**src/sv/lkvt_pkg.sv**
```systemverilog
// Package for the linear key/value table.
// Holds the default table size, field widths, operation codes and status codes.
// No dependencies.
package lkvt_pkg;

   // Default number of table entries
   localparam int unsigned ENTRIES_DEFAULT = 32;

   // Field widths fixed by the interface
   localparam int unsigned KEY_W    = 64;
   localparam int unsigned VALUE_W  = 64;
   localparam int unsigned STATUS_W = 3;

   typedef logic [STATUS_W-1:0] status_type;

   // Operation codes
   localparam logic OP_LOOKUP = 1'b0;
   localparam logic OP_STORE  = 1'b1;

   // Result status codes
   localparam status_type ST_HIT      = 3'd0;
   localparam status_type ST_MISS     = 3'd1;
   localparam status_type ST_UPDATED  = 3'd2;
   localparam status_type ST_INSERTED = 3'd3;
   localparam status_type ST_FULL     = 3'd4;

endpackage

```
**src/sv/linear_key_value_table.sv**
```systemverilog
// Linear key/value table: one module holding the key and value memories,
// the fill count and the scan sequencer. Depends on lkvt_pkg.
//
// The scan reads the valid entries in order through registered read ports and
// compares each word read with the held key; a hit, or the end of the valid
// entries, sets the registered result strobe. Only one word is in flight at a
// time, one entry compared per cycle; busy drops as the result is shown, so
// the next word is taken at the edge ending it.
// Reset clears the state machine and fill count, not the memories; no stalls.
module linear_key_value_table #(
   parameter int unsigned ENTRIES = lkvt_pkg::ENTRIES_DEFAULT
) (
   input  logic                           clock,
   input  logic                           reset,
   input  logic                           start,
   output logic                           busy,
   input  logic                           req_operation,
   input  logic [lkvt_pkg::KEY_W-1:0]     req_key,
   input  logic [lkvt_pkg::VALUE_W-1:0]   req_new_value,
   output logic                           rsp_strobe,
   output logic [lkvt_pkg::STATUS_W-1:0]  rsp_status,
   output logic [lkvt_pkg::VALUE_W-1:0]   rsp_read_value
);

   localparam int unsigned IDX_W = (ENTRIES > 1) ? $clog2(ENTRIES) : 1;
   localparam int unsigned CNT_W = $clog2(ENTRIES + 1);
   localparam logic [CNT_W-1:0] FULL_COUNT = CNT_W'(ENTRIES);

   typedef enum logic {
      S_IDLE,
      S_SCAN
   } state_type;

   // Entries are never removed and inserts take the lowest free slot, so
   // entry i is valid exactly when i < count.
   logic [lkvt_pkg::KEY_W-1:0]   key_mem [ENTRIES];
   logic [lkvt_pkg::VALUE_W-1:0] val_mem [ENTRIES];

   state_type                    state_ff, state_in;
   logic [CNT_W-1:0]             count_ff, count_in;
   logic [CNT_W-1:0]             scan_ptr_ff, scan_ptr_in;
   logic                         pend_ff, pend_in;
   logic [IDX_W-1:0]             pend_idx_ff, pend_idx_in;
   logic                         op_ff, op_in;
   logic [lkvt_pkg::KEY_W-1:0]   key_ff, key_in;
   logic [lkvt_pkg::VALUE_W-1:0] new_val_ff, new_val_in;
   logic [lkvt_pkg::KEY_W-1:0]   key_rd_ff;
   logic [lkvt_pkg::VALUE_W-1:0] val_rd_ff;
   logic                         rsp_strobe_ff, rsp_strobe_in;
   lkvt_pkg::status_type         rsp_status_ff, rsp_status_in;
   logic [lkvt_pkg::VALUE_W-1:0] rsp_value_ff, rsp_value_in;

   logic                         accept;
   logic                         rd_issue;
   logic [IDX_W-1:0]             rd_addr;
   logic                         match;
   logic                         scan_done;
   logic                         has_room;
   logic                         key_we;
   logic                         val_we;
   logic [IDX_W-1:0]             wr_addr;

   assign busy           = (state_ff != S_IDLE);
   assign accept         = start && !busy;
   assign rsp_strobe     = rsp_strobe_ff;
   assign rsp_status     = rsp_status_ff;
   assign rsp_read_value = rsp_value_ff;

   // Scan control and compare against the word read last cycle
   assign rd_issue  = (state_ff == S_SCAN) && (scan_ptr_ff != count_ff);
   assign rd_addr   = scan_ptr_ff[IDX_W-1:0];
   assign match     = pend_ff && (key_rd_ff == key_ff);
   assign scan_done = (scan_ptr_ff == count_ff) && !pend_ff;
   assign has_room  = (count_ff != FULL_COUNT);

   // Next-state and write-back decisions
   always_comb begin
      state_in      = state_ff;
      count_in      = count_ff;
      scan_ptr_in   = scan_ptr_ff;
      pend_in       = 1'b0;
      pend_idx_in   = pend_idx_ff;
      op_in         = op_ff;
      key_in        = key_ff;
      new_val_in    = new_val_ff;
      rsp_strobe_in = 1'b0;
      rsp_status_in = rsp_status_ff;
      rsp_value_in  = rsp_value_ff;
      key_we        = 1'b0;
      val_we        = 1'b0;
      wr_addr       = pend_idx_ff;
      case (state_ff)
         S_IDLE: begin
            if (accept) begin
               op_in       = req_operation;
               key_in      = req_key;
               new_val_in  = req_new_value;
               scan_ptr_in = '0;
               state_in    = S_SCAN;
            end
         end
         S_SCAN: begin
            if (match) begin
               rsp_strobe_in = 1'b1;
               state_in      = S_IDLE;
               if (op_ff == lkvt_pkg::OP_LOOKUP) begin
                  rsp_status_in = lkvt_pkg::ST_HIT;
                  rsp_value_in  = val_rd_ff;
               end else begin
                  rsp_status_in = lkvt_pkg::ST_UPDATED;
                  rsp_value_in  = '0;
                  val_we        = 1'b1;
                  wr_addr       = pend_idx_ff;
               end
            end else if (scan_done) begin
               rsp_strobe_in = 1'b1;
               rsp_value_in  = '0;
               state_in      = S_IDLE;
               if (op_ff == lkvt_pkg::OP_LOOKUP) begin
                  rsp_status_in = lkvt_pkg::ST_MISS;
               end else if (has_room) begin
                  rsp_status_in = lkvt_pkg::ST_INSERTED;
                  key_we        = 1'b1;
                  val_we        = 1'b1;
                  wr_addr       = count_ff[IDX_W-1:0];
                  count_in      = count_ff + CNT_W'(1);
               end else begin
                  rsp_status_in = lkvt_pkg::ST_FULL;
               end
            end else if (rd_issue) begin
               pend_in     = 1'b1;
               pend_idx_in = rd_addr;
               scan_ptr_in = scan_ptr_ff + CNT_W'(1);
            end
         end
         default: begin
            state_in = S_IDLE;
         end
      endcase
   end

   // State machine and registered outputs
   always_ff @(posedge clock) begin
      if (reset) begin
         state_ff      <= S_IDLE;
         count_ff      <= '0;
         scan_ptr_ff   <= '0;
         pend_ff       <= 1'b0;
         rsp_strobe_ff <= 1'b0;
      end else begin
         state_ff      <= state_in;
         count_ff      <= count_in;
         scan_ptr_ff   <= scan_ptr_in;
         pend_ff       <= pend_in;
         rsp_strobe_ff <= rsp_strobe_in;
      end
      pend_idx_ff   <= pend_idx_in;
      op_ff         <= op_in;
      key_ff        <= key_in;
      new_val_ff    <= new_val_in;
      rsp_status_ff <= rsp_status_in;
      rsp_value_ff  <= rsp_value_in;
   end

   // Key memory: one write port, one registered read port
   always_ff @(posedge clock) begin
      if (key_we) begin
         key_mem[wr_addr] <= key_ff;
      end
      key_rd_ff <= key_mem[rd_addr];
   end

   // Value memory: one write port, one registered read port
   always_ff @(posedge clock) begin
      if (val_we) begin
         val_mem[wr_addr] <= new_val_ff;
      end
      val_rd_ff <= val_mem[rd_addr];
   end

   // Checks
   a_count_bound: assert property (@(posedge clock) disable iff (reset)
      count_ff <= FULL_COUNT)
      else $error("fill count exceeds table size");

   a_accept_busy: assert property (@(posedge clock) disable iff (reset)
      accept |=> busy)
      else $error("accepted word did not raise busy");

   a_rsp_idle: assert property (@(posedge clock) disable iff (reset)
      rsp_strobe_ff |-> (state_ff == S_IDLE))
      else $error("result shown while still scanning");

   a_pend_scan: assert property (@(posedge clock) disable iff (reset)
      pend_ff |-> (state_ff == S_SCAN) && (pend_idx_ff < count_ff[IDX_W-1:0] ||
         count_ff == FULL_COUNT || pend_idx_ff < IDX_W'(count_ff)))
      else $error("pending read outside the valid entries");

   a_zero_value: assert property (@(posedge clock) disable iff (reset)
      rsp_strobe_ff && (rsp_status_ff != lkvt_pkg::ST_HIT) |-> (rsp_value_ff == '0))
      else $error("nonzero read value on a non-hit result");

   a_insert_count: assert property (@(posedge clock) disable iff (reset)
      rsp_strobe_ff && (rsp_status_ff == lkvt_pkg::ST_INSERTED)
         |-> (count_ff == $past(count_ff) + CNT_W'(1)))
      else $error("insert did not raise the fill count");

endmodule

```
**config.mk**
```make
export PLATFORM = sky130hd
export DESIGN_NAME = linear_key_value_table
export DESIGN_NICKNAME = d
export VERILOG_FILES = /design/src/sv/lkvt_pkg.sv /design/src/sv/linear_key_value_table.sv
export SDC_FILE = /design/constraint.sdc
export NUM_CORES = 2
export LEC_CHECK = 0
export ABC_CLOCK_PERIOD_IN_PS = 9400
export BUFFER_PORTS_ARGS = -buffer_cell sky130_fd_sc_hd__buf_4
export CORE_ASPECT_RATIO = 1.1
export CORE_MARGIN = 10
export CORE_UTILIZATION = 45
export CTS_CLUSTER_SIZE = 16
export DETAILED_ROUTE_END_ITERATION = 6
export GPL_ROUTABILITY_DRIVEN = 0
export GPL_TIMING_DRIVEN = 1
export PLACE_DENSITY = 0.64
export SYNTH_ARGS = -nofsm -noshare
export SYNTH_HDL_FRONTEND = slang
export SYNTH_SLANG_ARGS = --single-unit
```
**constraint.sdc**
```tcl
create_clock -name clock -period 9.4 [get_ports clock]
set_input_delay 0.94 -clock clock [delete_from_list [all_inputs] [get_ports clock]]
set_output_delay 0.94 -clock clock [all_outputs]
set_load 0.01 [all_outputs]
```
==> flow_metrics.py <==
metrics = {
    "yosys": {
        "postSynthAreaPerCell_um2": 25.5,
        "synth.top_cell.area_share_pct": 77.9,
        "ys_seq_area_share_pct": 79.6,
        "syn-num-nets": 6641,
        "yosysTopAreaCell": "edfxtp_1",
        "yosys-top-cells-area": "edfxtp_1 (78%), mux4_2 (17%), dfxtp_1 (1.7%)",
        "synth_compound_area_share_pct": 0.139,
        "synth_top_family_by_area": "multiplexers",
        "synth_most_common_cell": "edfxtp_1",
        "ys.flop_type": "edfxtp_1",
        "synth_cell_types": 52,
        "synth_commonest_cells": "edfxtp_1 (4297), mux4_2 (1280), clkbuf_1 (190), dfxtp_1 (143), mux2_2 (128)",
        "synthCells": 6506,
        "ys_warn_count": 0,
        "synth_area_um2": 166000,
        "async_reset_ff_share_pct": 0,
        "ys_ff_latch": 4440,
        "yosys.area_share.adder_pct": 0.0227,
        "synth-simple-area-share_pct": 0.783,
        "synthMuxAreaShare_pct": 18.3,
        "synth_edf_count": 4297,
        "yosys.area_share.xor_xnor_pct": 0.381,
    },
    "job": {
        "drv_cap": 0,
    },
    "setup_path": {
        "critPathMaxStageDelay_ns": 0.93,
        "crit_chain": "xor2_1 -> nor4_1 -> nand4_1 -> or4_2 -> nor2_8 -> o211ai_2 -> nor2_4 -> buf_4",
        "end_kind": "register",
        "required_ns": 9.95,
        "r2r_start": "key_ff[12]",
        "worst_path_dominant_cell_family": "simple AND/OR/NAND/NOR gates",
        "worstSetupStartpointType": "register",
        "crit_start": "key_ff[12]",
        "crit_type": "register to register",
        "cp_max_fo": 48,
        "cp_num_buf_inv": 1,
        "cp_data_arrival_time_ns": 6.92,
        "slowest_stage": "edfxtp_1",
    },
    "floorplan": {
        "initial_core_util_pct": 45.2,
        "die_w_um": 599,
        "num_rows": 233,
        "core_area_um2": 366000,
        "die_area_um2": 393000,
        "die_height_um": 656,
        "pin_count": 201,
    },
    "global_route": {
        "grt_max_degree": 106,
        "grt_first_pass_wirelength_um": 574000,
        "grt_pass1_vias": 75500,
        "grt_usage_pct": 20.2,
        "antenna_found_initial": 40,
        "grt_overflow_total": 0,
    },
    "clocking": {
        "cts.path.max_buffers": 4,
        "clkTransAtPathRegs_ns": 0.06,
        "root_buffer": "clkbuf_16",
        "clkLatencyLatePin_ns": 1.00,
        "h-tree-depth": 5,
        "cts_hold_buf": 0,
        "cts_resized": 0,
        "cts_setup_buffers": 0,
        "clock_sinks": 4440,
        "cts_tree": "done",
        "cts_made_buffers": 442,
    },
    "drt": {
        "drt_iter0_markers": 9450,
        "ant_nets": 0,
        "dr.pass1.iters": 5,
        "routedWlPerCell_um": 32.9,
        "vias_per_cell": 6.02,
        "route.detailed.drc": 0,
        "wl_um": 404000,
        "dr_total_vias": 73800,
    },
    "cells_and_area": {
        "nFillCells": 27600,
        "syn2layout_area_growth_pct": 13.7,
        "postLayoutCoreUtil_pct": 51.4,
        "fin_nets": 7181,
        "layout-drive-gt1-share_pct": 34.8,
    },
    "timing": {
        "relSlewSlack_pct": 1.68,
        "worst_pin_slew_ns": 1.47,
        "maxSlewViolCount": 0,
        "layout_min_cycle_time_ns": 6.36,
        "worst_clock_skew_ns": 0.0995,
        "hold_viol": 0,
        "rsz0062_at_grt": "false",
        "fmax_mhz": 157,
        "setup_viol_count_final": 0,
        "final.period_utilization_pct": 67.7,
        "finalSetupTns_ns": 0,
    },
    "pwr": {
        "max-vdd-ir-drop_v": 0.000161,
        "power_leakage_nw": 56.7,
        "power.density_nw_per_um2": 214,
    },
    "placed_design": {
        "place.detailed.hpwl_um": 213000,
        "io_buffers": 200,
    },
    "worst_hold_path": {
        "hp-start": "req_new_value[37]",
        "holdCritPathClass": "primary input to register",
    },
    "outcome": {
        "status": "finished clean",
    },
}
[metrics by stage]
step           area [um^2]  std cells  power [mW]  setup slack [ns]  hold WS (ns)
6_report            188000      12200        40.3              3.04         0.117
5_1_grt             188000      12200        41.5              2.81        0.0739
4_1_cts             188000      12200        40.6              2.86        0.0352
3_5_place_dp        174000      11400        23.6              2.90         0.494
3_3_place_gp        174000      11400        23.5              3.19         0.485
2_1_floorplan       166000       6506        23.0              1.86         0.406
[kinds of logic (layout without fill, tap and decap cells)]
family                     count (synthesis)  count (layout)
other                                      0               7
and+or+nand+nor                          227             227
muxes                                   1408            1408
xor gates and xnor gates                  72              72
adders and majority gates                  3               3
AOI/OAI and AO/OA                         33              33
buffers and inverters                    323            1241
DFF                                     4440            4440
[layout make-up]
| class | instances | area (um^2) | share of cell area (%) |
|---|---|---|---|
| sequential | 4440 | 132000 | 70.0 |
| multi-input combinational | 1743 | 33000 | 17.5 |
| clock buffer | 602 | 12100 | 6.43 |
| tap | 4817 | 6030 | 3.20 |
| timing repair buffer | 412 | 3230 | 1.71 |
| clock inverter | 220 | 2080 | 1.10 |
| inverter | 7 | 26.3 | 0.0139 |
| antenna | 7 | 17.5 | 0.00930 |
[placed cells by master (no fill, tap or decap), drive strengths merged, types with 3 or more instances in the layout]
| master | count |
|---|---|
| ha | 3 |
| bufinv | 29 |
| clkbuf | 602 |
| nor4 | 11 |
| clkinv | 162 |
| dfxtp | 143 |
| nor2b | 4 |
| nand2 | 24 |
| or3 | 4 |
| nor3 | 3 |
| and2 | 67 |
| o211ai | 4 |
| mux4 | 1280 |
| mux2 | 128 |
| o21ai | 7 |
| edfxtp | 4297 |
| nor2 | 80 |
| xor2 | 53 |
| inv | 24 |
| nand4 | 8 |
| or4 | 7 |
| nand3 | 6 |
| xnor2 | 19 |
| clkinvlp | 12 |
| or2 | 3 |
| buf | 412 |
| diode | 7 |
| o31ai | 7 |
| a21oi | 6 |
| o21a | 3 |
| nand2b | 3 |
[layer usage]
metal | vias up | global-route usage [%] | part of all wire (%)
met2 | 3316 | 32.9 | 49
met3 | 486 | 3.59 | 8.4
met5 | - | 0 | 0.0032
met1 | 40700 | 29.0 | 40
li1 | 29300 | - | -
met4 | 2 | 4.11 | 2.0
[where the power goes]
part / internal [mW] / switching, mW / total, mW
registers: 21.9 / 0.276 / 22.2
clock network: 9.84 / 7.36 / 17.2
logic: 0.388 / 0.536 / 0.924
total: 32.2 / 8.17 / 40.3
[worst register-to-register path: stages (launching register included)]
cell and delay, ns:
edfxtp_1 0.93, xor2_1 0.26, nor4_1 0.78, nand4_1 0.48, or4_2 0.87, nor2_8 0.34
o211ai_2 0.58, nor2_4 0.72, buf_4 0.83
[worst paths after layout]
kind | end | slack [ns] | depth (start not counted)
setup / recovery | val_mem[14][19] | 3.04 | 8
hold reg to reg | rsp_read_value[20] | 0.51 | 1
hold / removal | new_val_ff[37] | 0.12 | 1
setup reg to reg | val_mem[14][19] | 3.04 | 8
[registers in the layout (all words and copies together) (netlist names), 3 cells and up]
register	flops
key_ff	64
val_rd_ff	64
key_mem	2048
rsp_read_value	64
count_ff	6
rsp_status	3
val_mem	2048
pend_idx_ff	5
key_rd_ff	64
scan_ptr_ff	6
new_val_ff	64
(Power assumes the default switching activity.)
